### src/rtl/core/ptrm_pkg.sv
// Package for the point table radius match unit.
// Holds the request and response transfer types, operation codes and field widths.
// Depends on nothing.
package ptrm_pkg;

   localparam int CAPACITY_DEFAULT = 64;

   localparam int KIND_W  = 3;
   localparam int COORD_W = 16;
   localparam int RAD_W   = 31;
   localparam int SLOT_W  = 6;
   localparam int FILL_W  = 7;
   localparam int SQ_W    = 2 * COORD_W;

   localparam logic [KIND_W-1:0] KIND_ADD      = 3'd0;
   localparam logic [KIND_W-1:0] KIND_DELETE   = 3'd1;
   localparam logic [KIND_W-1:0] KIND_FIND     = 3'd2;
   localparam logic [KIND_W-1:0] KIND_FIND_ADD = 3'd3;
   localparam logic [KIND_W-1:0] KIND_CLEAR    = 3'd4;

   typedef struct packed {
      logic [KIND_W-1:0]  kind;
      logic [COORD_W-1:0] x_coord;
      logic [COORD_W-1:0] y_coord;
      logic [RAD_W-1:0]   radius_sq;
   } req_type;

   typedef struct packed {
      logic               found;
      logic               added;
      logic               overflow;
      logic [SLOT_W-1:0]  slot;
      logic [COORD_W-1:0] match_x;
      logic [COORD_W-1:0] match_y;
      logic [FILL_W-1:0]  fill;
   } rsp_type;

   typedef struct packed {
      logic               near;
      logic [COORD_W-1:0] x;
      logic [COORD_W-1:0] y;
   } dist_type;

endpackage

### src/rtl/core/ptrm_point_mem.sv
// Point store of the point table radius match unit: one write port, one read port.
// The read data is registered. Depends on ptrm_pkg.
module ptrm_point_mem #(
   parameter int DEPTH = ptrm_pkg::CAPACITY_DEFAULT
) (
   input  logic                                   clock,
   input  logic                                   wr_en,
   input  logic [$clog2(DEPTH)-1:0]               wr_addr,
   input  logic [2*ptrm_pkg::COORD_W-1:0]         wr_data,
   input  logic [$clog2(DEPTH)-1:0]               rd_addr,
   output logic [2*ptrm_pkg::COORD_W-1:0]         rd_data
);
   import ptrm_pkg::*;

   logic [SQ_W-1:0] mem_ff [DEPTH];
   logic [SQ_W-1:0] rd_data_ff;

   always_ff @(posedge clock) begin
      if (wr_en) begin
         mem_ff[wr_addr] <= wr_data;
      end
   end

   always_ff @(posedge clock) begin
      rd_data_ff <= mem_ff[rd_addr];
   end

   assign rd_data = rd_data_ff;

endmodule

### src/rtl/core/ptrm_dist_unit.sv
// Shared distance unit: squares the coordinate differences of one stored entry per cycle,
// registers them, then compares their sum against the limit. Depends on ptrm_pkg.
module ptrm_dist_unit (
   input  logic                               clock,
   input  logic [2*ptrm_pkg::COORD_W-1:0]     entry,
   input  logic [ptrm_pkg::COORD_W-1:0]       px,
   input  logic [ptrm_pkg::COORD_W-1:0]       py,
   input  logic [ptrm_pkg::RAD_W-1:0]         limit,
   output ptrm_pkg::dist_type                 result
);
   import ptrm_pkg::*;

   logic [COORD_W-1:0] ex;
   logic [COORD_W-1:0] ey;
   logic [COORD_W-1:0] dx;
   logic [COORD_W-1:0] dy;
   logic [SQ_W-1:0]    sqx_ff;
   logic [SQ_W-1:0]    sqy_ff;
   logic [COORD_W-1:0] ex_ff;
   logic [COORD_W-1:0] ey_ff;
   logic [SQ_W:0]      sum;

   assign ex = entry[COORD_W-1:0];
   assign ey = entry[SQ_W-1:COORD_W];
   assign dx = (ex > px) ? (ex - px) : (px - ex);
   assign dy = (ey > py) ? (ey - py) : (py - ey);

   always_ff @(posedge clock) begin
      sqx_ff <= SQ_W'(dx) * SQ_W'(dx);
      sqy_ff <= SQ_W'(dy) * SQ_W'(dy);
      ex_ff  <= ex;
      ey_ff  <= ey;
   end

   assign sum = {1'b0, sqx_ff} + {1'b0, sqy_ff};

   always_comb begin
      result.near = sum < {{(SQ_W + 1 - RAD_W){1'b0}}, limit};
      result.x    = ex_ff;
      result.y    = ey_ff;
   end

endmodule

### src/rtl/core/point_table_radius_match_unit.sv
// Top level of the point table radius match unit: sequencer, entry count and result register.
// Instantiates ptrm_point_mem and ptrm_dist_unit; depends on ptrm_pkg.
//
// Add, clear and unused kinds, and requests on an empty table, do not scan; busy stays low and the result strobe
// follows in the next cycle. Delete, find and find-or-add scan the table one entry per
// cycle through the shared distance unit and stop at the first hit; a delete that hits
// before the last entry then shifts each later entry down one slot through the single
// write port. The result is shown for exactly one cycle on rsp_strobe; the receiver
// cannot stall it, so it must take every transfer as it comes. The table is empty after
// reset, with no clearing pass.
module point_table_radius_match_unit #(
   parameter int CAPACITY = ptrm_pkg::CAPACITY_DEFAULT
) (
   input  logic              clock,
   input  logic              reset,
   input  logic              start,
   output logic              busy,
   input  ptrm_pkg::req_type req_data,
   output logic              rsp_strobe,
   output ptrm_pkg::rsp_type rsp_data
);
   import ptrm_pkg::*;

   localparam int ADDR_W = $clog2(CAPACITY);
   localparam int CNT_W  = $clog2(CAPACITY + 1);

   typedef enum logic [2:0] {
      ST_IDLE  = 3'b001,
      ST_SCAN  = 3'b010,
      ST_SHIFT = 3'b100
   } state_type;

   state_type          state_ff, state_in;
   logic [KIND_W-1:0]  kind_ff, kind_in;
   logic [COORD_W-1:0] px_ff, px_in;
   logic [COORD_W-1:0] py_ff, py_in;
   logic [RAD_W-1:0]   lim_ff, lim_in;
   logic [CNT_W-1:0]   count_ff, count_in;
   logic [ADDR_W-1:0]  issue_ff, issue_in;
   logic               issue_on_ff, issue_on_in;
   logic               p1_valid_ff, p1_valid_in;
   logic [ADDR_W-1:0]  p1_idx_ff, p1_idx_in;
   logic               p2_valid_ff, p2_valid_in;
   logic [ADDR_W-1:0]  p2_idx_ff, p2_idx_in;
   logic [ADDR_W-1:0]  shift_rd_ff, shift_rd_in;
   logic               shift_on_ff, shift_on_in;
   logic               s_valid_ff, s_valid_in;
   logic [ADDR_W-1:0]  s_waddr_ff, s_waddr_in;
   rsp_type            hold_ff, hold_in;
   rsp_type            rsp_ff, rsp_in;
   logic               strobe_ff, strobe_in;

   logic               accept;
   logic               mem_we;
   logic [ADDR_W-1:0]  mem_waddr;
   logic [SQ_W-1:0]    mem_wdata;
   logic [ADDR_W-1:0]  mem_raddr;
   logic [SQ_W-1:0]    mem_rdata;
   dist_type           dist_res;
   logic [CNT_W-1:0]   last_idx;
   logic               full;
   logic [COORD_W-1:0] cur_x;
   logic [COORD_W-1:0] cur_y;
   logic [ADDR_W+SLOT_W-1:0] slot_wide;
   logic [CNT_W+FILL_W-1:0]  fill_wide;
   logic               do_append;
   logic               finish;
   logic [SLOT_W-1:0]  hit_slot;
   logic [ADDR_W+SLOT_W-1:0] hit_slot_wide;

   assign accept   = start && !busy;
   assign busy     = state_ff != ST_IDLE;
   assign last_idx = count_ff - 1'b1;
   assign full     = count_ff == CNT_W'(CAPACITY);
   assign cur_x    = (state_ff == ST_IDLE) ? req_data.x_coord : px_ff;
   assign cur_y    = (state_ff == ST_IDLE) ? req_data.y_coord : py_ff;
   assign slot_wide     = {{SLOT_W{1'b0}}, count_ff[ADDR_W-1:0]};
   assign hit_slot_wide = {{SLOT_W{1'b0}}, p2_idx_ff};
   assign hit_slot      = hit_slot_wide[SLOT_W-1:0];
   assign fill_wide     = {{FILL_W{1'b0}}, count_in};
   assign mem_raddr     = (state_ff == ST_SHIFT) ? shift_rd_ff : issue_ff;

   ptrm_point_mem #(
      .DEPTH(CAPACITY)
   ) u_mem (
      .clock  (clock),
      .wr_en  (mem_we),
      .wr_addr(mem_waddr),
      .wr_data(mem_wdata),
      .rd_addr(mem_raddr),
      .rd_data(mem_rdata)
   );

   ptrm_dist_unit u_dist (
      .clock (clock),
      .entry (mem_rdata),
      .px    (px_ff),
      .py    (py_ff),
      .limit (lim_ff),
      .result(dist_res)
   );

   always_comb begin
      state_in    = state_ff;
      kind_in     = kind_ff;
      px_in       = px_ff;
      py_in       = py_ff;
      lim_in      = lim_ff;
      count_in    = count_ff;
      issue_in    = issue_ff;
      issue_on_in = issue_on_ff;
      p1_valid_in = 1'b0;
      p1_idx_in   = p1_idx_ff;
      p2_valid_in = 1'b0;
      p2_idx_in   = p2_idx_ff;
      shift_rd_in = shift_rd_ff;
      shift_on_in = shift_on_ff;
      s_valid_in  = 1'b0;
      s_waddr_in  = s_waddr_ff;
      hold_in     = hold_ff;
      rsp_in      = '0;
      strobe_in   = 1'b0;
      mem_we      = 1'b0;
      mem_waddr   = '0;
      mem_wdata   = '0;
      do_append   = 1'b0;
      finish      = 1'b0;

      unique case (state_ff)
         ST_IDLE: begin
            if (accept) begin
               kind_in = req_data.kind;
               px_in   = req_data.x_coord;
               py_in   = req_data.y_coord;
               lim_in  = req_data.radius_sq;
               unique case (req_data.kind)
                  KIND_ADD: begin
                     do_append = 1'b1;
                  end
                  KIND_CLEAR: begin
                     count_in = '0;
                     finish   = 1'b1;
                  end
                  KIND_DELETE, KIND_FIND, KIND_FIND_ADD: begin
                     if (count_ff == '0) begin
                        if (req_data.kind == KIND_FIND_ADD) begin
                           do_append = 1'b1;
                        end else begin
                           finish = 1'b1;
                        end
                     end else begin
                        state_in    = ST_SCAN;
                        issue_in    = '0;
                        issue_on_in = 1'b1;
                     end
                  end
                  default: begin
                     finish = 1'b1;
                  end
               endcase
            end
         end
         ST_SCAN: begin
            p1_valid_in = issue_on_ff;
            p1_idx_in   = issue_ff;
            p2_valid_in = p1_valid_ff;
            p2_idx_in   = p1_idx_ff;
            if (issue_on_ff) begin
               if (CNT_W'(issue_ff) == last_idx) begin
                  issue_on_in = 1'b0;
               end else begin
                  issue_in = issue_ff + 1'b1;
               end
            end
            if (p2_valid_ff && dist_res.near) begin
               hold_in         = '0;
               hold_in.found   = 1'b1;
               hold_in.slot    = hit_slot;
               hold_in.match_x = dist_res.x;
               hold_in.match_y = dist_res.y;
               p1_valid_in     = 1'b0;
               p2_valid_in     = 1'b0;
               issue_on_in     = 1'b0;
               if (kind_ff == KIND_DELETE && CNT_W'(p2_idx_ff) != last_idx) begin
                  state_in    = ST_SHIFT;
                  shift_rd_in = p2_idx_ff + 1'b1;
                  shift_on_in = 1'b1;
               end else begin
                  if (kind_ff == KIND_DELETE) begin
                     count_in = last_idx;
                  end
                  rsp_in   = hold_in;
                  finish   = 1'b1;
                  state_in = ST_IDLE;
               end
            end else if (p2_valid_ff && CNT_W'(p2_idx_ff) == last_idx) begin
               state_in = ST_IDLE;
               if (kind_ff == KIND_FIND_ADD) begin
                  do_append = 1'b1;
               end else begin
                  finish = 1'b1;
               end
            end
         end
         ST_SHIFT: begin
            s_valid_in = shift_on_ff;
            s_waddr_in = shift_rd_ff - 1'b1;
            if (shift_on_ff) begin
               if (CNT_W'(shift_rd_ff) == last_idx) begin
                  shift_on_in = 1'b0;
               end else begin
                  shift_rd_in = shift_rd_ff + 1'b1;
               end
            end
            if (s_valid_ff) begin
               mem_we    = 1'b1;
               mem_waddr = s_waddr_ff;
               mem_wdata = mem_rdata;
               if (CNT_W'(s_waddr_ff) + 1'b1 == last_idx) begin
                  count_in = last_idx;
                  rsp_in   = hold_ff;
                  finish   = 1'b1;
                  state_in = ST_IDLE;
               end
            end
         end
         default: begin
            state_in = ST_IDLE;
         end
      endcase

      if (do_append) begin
         finish = 1'b1;
         if (full) begin
            rsp_in.overflow = 1'b1;
         end else begin
            mem_we         = 1'b1;
            mem_waddr      = count_ff[ADDR_W-1:0];
            mem_wdata      = {cur_y, cur_x};
            rsp_in.added   = 1'b1;
            rsp_in.slot    = slot_wide[SLOT_W-1:0];
            rsp_in.match_x = cur_x;
            rsp_in.match_y = cur_y;
            count_in       = count_ff + 1'b1;
         end
      end

      if (finish) begin
         strobe_in   = 1'b1;
         rsp_in.fill = fill_wide[FILL_W-1:0];
      end
   end

   always_ff @(posedge clock) begin
      if (reset) begin
         state_ff    <= ST_IDLE;
         count_ff    <= '0;
         issue_on_ff <= 1'b0;
         p1_valid_ff <= 1'b0;
         p2_valid_ff <= 1'b0;
         shift_on_ff <= 1'b0;
         s_valid_ff  <= 1'b0;
         strobe_ff   <= 1'b0;
      end else begin
         state_ff    <= state_in;
         count_ff    <= count_in;
         issue_on_ff <= issue_on_in;
         p1_valid_ff <= p1_valid_in;
         p2_valid_ff <= p2_valid_in;
         shift_on_ff <= shift_on_in;
         s_valid_ff  <= s_valid_in;
         strobe_ff   <= strobe_in;
      end
   end

   always_ff @(posedge clock) begin
      kind_ff     <= kind_in;
      px_ff       <= px_in;
      py_ff       <= py_in;
      lim_ff      <= lim_in;
      issue_ff    <= issue_in;
      p1_idx_ff   <= p1_idx_in;
      p2_idx_ff   <= p2_idx_in;
      shift_rd_ff <= shift_rd_in;
      s_waddr_ff  <= s_waddr_in;
      hold_ff     <= hold_in;
      rsp_ff      <= rsp_in;
   end

   assign rsp_strobe = strobe_ff;
   assign rsp_data   = rsp_ff;

   a_state_onehot: assert property (@(posedge clock) disable iff (reset)
      $onehot(state_ff))
      else $error("sequencer state is not one-hot");

   a_count_bound: assert property (@(posedge clock) disable iff (reset)
      count_ff <= CNT_W'(CAPACITY))
      else $error("entry count above capacity");

   a_scan_nonempty: assert property (@(posedge clock) disable iff (reset)
      (state_ff == ST_SCAN || state_ff == ST_SHIFT) |-> count_ff != '0)
      else $error("scan or shift on an empty table");

   a_add_quick: assert property (@(posedge clock) disable iff (reset)
      (accept && (req_data.kind == KIND_ADD || req_data.kind == KIND_CLEAR)) |=>
      (rsp_strobe && !busy))
      else $error("add or clear did not answer in the next cycle");

   a_found_not_added: assert property (@(posedge clock) disable iff (reset)
      rsp_strobe |-> !(rsp_data.found && (rsp_data.added || rsp_data.overflow)))
      else $error("result reports a match and an append together");

endmodule
### config.mk
export PLATFORM = sky130hd
export DESIGN_NAME = point_table_radius_match_unit
export DESIGN_NICKNAME = d
export VERILOG_FILES = /design/src/rtl/core/ptrm_pkg.sv /design/src/rtl/core/ptrm_point_mem.sv /design/src/rtl/core/ptrm_dist_unit.sv /design/src/rtl/core/point_table_radius_match_unit.sv
export SDC_FILE = /design/constraint.sdc
export NUM_CORES = 2
export LEC_CHECK = 0
export BUFFER_PORTS_ARGS = -buffer_cell sky130_fd_sc_hd__buf_2
export CAP_MARGIN = 20
export CORE_MARGIN = 1.5
export CORE_UTILIZATION = 60
export CTS_CLUSTER_SIZE = 16
export DETAILED_ROUTE_END_ITERATION = 10
export PLACE_DENSITY = 0.76
export RECOVER_POWER = 50
export SLEW_MARGIN = 5
export SYNTH_ARGS = -nofsm -noshare
export SYNTH_HDL_FRONTEND = slang
export SYNTH_SLANG_ARGS = --single-unit
### constraint.sdc
create_clock -name clock -period 19.2 [get_ports clock]
set_input_delay 3.84 -clock clock [delete_from_list [all_inputs] [get_ports clock]]
set_output_delay 3.84 -clock clock [all_outputs]
set_load 0.02 [all_outputs]
==> flow_summary.yaml <==
route:
  drt_iter0_markers: 6581
  routed_wl_um: 262900
  remaining_drc_errors: 0
  routedWlPerCell_um: 27.79
  viasPerCell: 6.431
  drt_pass1_iterations: 6
  via_count: 60852
  ant_nets: 0
setup_path:
  startpoint_type: "flip-flop"
  crit_start: "state_ff[1]"
  worst_ep_arrival_time_ns: 14.93
  rr_worst_depth: 13
  r2r_end: "u_mem.rd_data[23]"
  cp.required_ns: 19.87
  r2r-start: "state_ff[1]"
  critPathMaxFanout: 145
  cp-endpoint: "u_mem.rd_data[23]"
  worstSetupEndpointType: "flip-flop"
  reg2reg_slack_ns: 4.93
  critPathKind: "flip-flop to flip-flop"
timing:
  slew-limit-headroom: -5.181
  finalMaxSlewViolations: 2519
  post-route-period-util: 0.7431
  setup_viol: 0
  tightest_slew_ns: 9.271
  finalClockSkew_ns: 0.09703
  fmax_ghz: 0.07009
  finalHoldViolations: 0
  tns_ns: 0
  rsz0062_at_grt: "false"
  fin_crit_ns: 14.27
floorplan:
  die_x_um: 428.1
  ioPinCount: 119
  std_cell_rows: 155
  fp.dieArea_um2: 183300
  fp.coreArea_um2: 179000
  start_util: 0.6057
  die-height_um: 428.1
min_path:
  min_path_type: "flip-flop to flip-flop"
global_route:
  grt_max_degree: 146
  grt-ovfl-total: 0
  antenna_found_initial: 11
  grt_usage: 0.2874
  grt_pass1_vias: 62915
  grt_pass1_wl_um: 394700
synthesis:
  seq_area_frac_synth: 0.6394
  syn_nets: 7446
  ys_types: 99
  synth_top_area_cell: "edfxtp_1"
  syn-instance-count: 6720
  synth_top_area_frac: 0.6043
  yosys_warnings: 0
  synth_area_leaders: "edfxtp_1 60%, mux4_2 11%, fa_1 6.1%"
  avgSynthCellArea_um2: 16.13
  synth_ff_type: "edfxtp_1"
  synth_edf_count: 2182
  synth_common_cells: "2182 x edfxtp_1, 603 x inv_1, 512 x mux4_2"
  synth.most_common_cell: "edfxtp_1"
  netlist_area_um2: 108400
  postSynth.asyncResetShare: 0
  ys_ff_latch: 2372
final_layout:
  nets: 7641
  drive_above_1_share: 0.1582
  multi_input_area_um2: 36290
  regArea_um2: 69330
  fillCellCount: 11663
  area_growth_pct: 10.77
clock_tree:
  clock_sinks: 2372
  cts_root_buffer: "clkbuf_16"
  ctsResizeCount: 0
  ctsHtreeMaxLevel: 4
  post_cts_buffers: 0
  clock_path_buffers: 3
  cts_hold_buf: 0
  cts_buffers: 223
  clock_latency_ns: 0.89
  path_clk_slew_ns: 0.06
  cts_tree: "yes"
placement:
  place.gp.congestion: 0.9168
  io_buffers: 118
  dp_hpwl_um: 156300
status:
  failed_checks: "capacitance limit, slew limit"
  run_status: "finished, violations left"
run:
  drv_cap: 59
## sequential cells by signal (all words and copies together), names as in the netlist, 3 cells and up
register,count
count_ff,7
hit_slot,6
hold_ff,38
issue_ff,6
kind_ff,3
lim_ff,31
p1_idx_ff,6
px_ff,16
py_ff,16
rsp_data,48
s_waddr_ff,6
shift_rd_ff,6
state_ff,3
u_dist.ex_ff,16
u_dist.ey_ff,16
u_dist.sqx_ff,31
u_dist.sqy_ff,31
u_mem.mem_ff,2048
u_mem.rd_data,32
## cells by family (layout without fill, tap and decap cells)
| group | after synthesis | in the layout | share of synthesized area |
|---|---|---|---|
| and+or+nand+nor | 1144 | 1144 | 0.04757 |
| other | 0 | 2 | 0 |
| muxes | 549 | 549 | 0.1099 |
| xor gates and xnor gates | 163 | 163 | 0.01387 |
| buffers and inverters | 928 | 1313 | 0.03317 |
| AOI/OAI and AO/OA | 907 | 907 | 0.05749 |
| adders and majority gates | 657 | 657 | 0.09853 |
| DFF | 2372 | 2372 | 0.6394 |
## critical path: stages (launching register included)
cell and delay, ns:
dfxtp_1 0.33, nand2b_1 0.23, nor2_1 0.31, clkbuf_1 1.56
mux2i_4 0.41, clkbuf_1 6.43, buf_12 0.43, clkbuf_1 2.26
mux4_2 0.57, and2_1 0.15, a211oi_1 0.06, a31oi_1 0.35
a21oi_1 0.14, a21oi_1 0.45
## placed cells by master (no fill, tap or decap), drive strengths merged, types with 12 or more instances in the layout
master / n
a211oi: 182
a21o: 74
a21oi: 209
a22oi: 35
a311oi: 64
a31oi: 75
and2: 142
and3: 21
buf: 128
bufinv: 30
clkbuf: 430
clkinv: 97
dfxtp: 190
edfxtp: 2182
fa: 328
ha: 329
inv: 619
mux2i: 26
mux4: 512
nand2: 464
nand2b: 33
nand3: 30
nand4: 23
nor2: 315
nor2b: 14
nor3: 59
nor4: 12
o211ai: 12
o21a: 18
o21ai: 110
o21bai: 17
o22ai: 39
xnor2: 106
xor2: 55
## area by class of cell
type	count	share of cell area
Inverter	614	0.01924
Timing Repair Buffer	284	0.01325
Antenna cell	2	0.00004168
Sequential cell	2372	0.5773
Clock inverter	141	0.01437
Multi-Input combinational cell	3420	0.3022
Tap cell	2355	0.02454
Clock buffer	274	0.04907
## per-layer routing
layer / vias up / track usage / share of wire
met1: 31432 / 0.3831 / 0.38
met2: 3142 / 0.4863 / 0.51
met3: 516 / 0.04943 / 0.083
met4: 14 / 0.09116 / 0.031
met5: - / 0 / 0.00032
li1: 25748 / - / -
## how the worst min path moves through the flow
| stage | end | cells after the start | start |
|---|---|---|---|
| floorplan | u_dist.ex_ff[15] | 0 | u_mem.rd_data[15] |
| global placement | u_dist.ex_ff[11] | 0 | u_mem.rd_data[11] |
| detailed placement | u_dist.ex_ff[13] | 0 | u_mem.rd_data[13] |
| CTS | u_dist.ey_ff[1] | 0 | u_mem.rd_data[17] |
| global route | u_dist.ey_ff[1] | 0 | u_mem.rd_data[17] |
| finish | u_dist.ey_ff[1] | 0 | u_mem.rd_data[17] |
## per-stage QoR
stage	setup WS [ns]	hold slack (ns)	util	instance area, um^2	cells
global route	4.303	0.3651	0.6709	120100	9460
finish	4.932	0.3654	0.6709	120100	9462
CTS	8.670	0.3560	0.6739	120600	9453
global placement	8.906	0.3582	0.6311	113000	9036
floorplan	10.13	0.3545	-	108400	6720
detailed placement	8.760	0.3631	0.6314	113000	9038
Power is left out: the tool's default activity adds up to more than one toggle a clock period on the data nets, which glitch-free logic cannot reach.
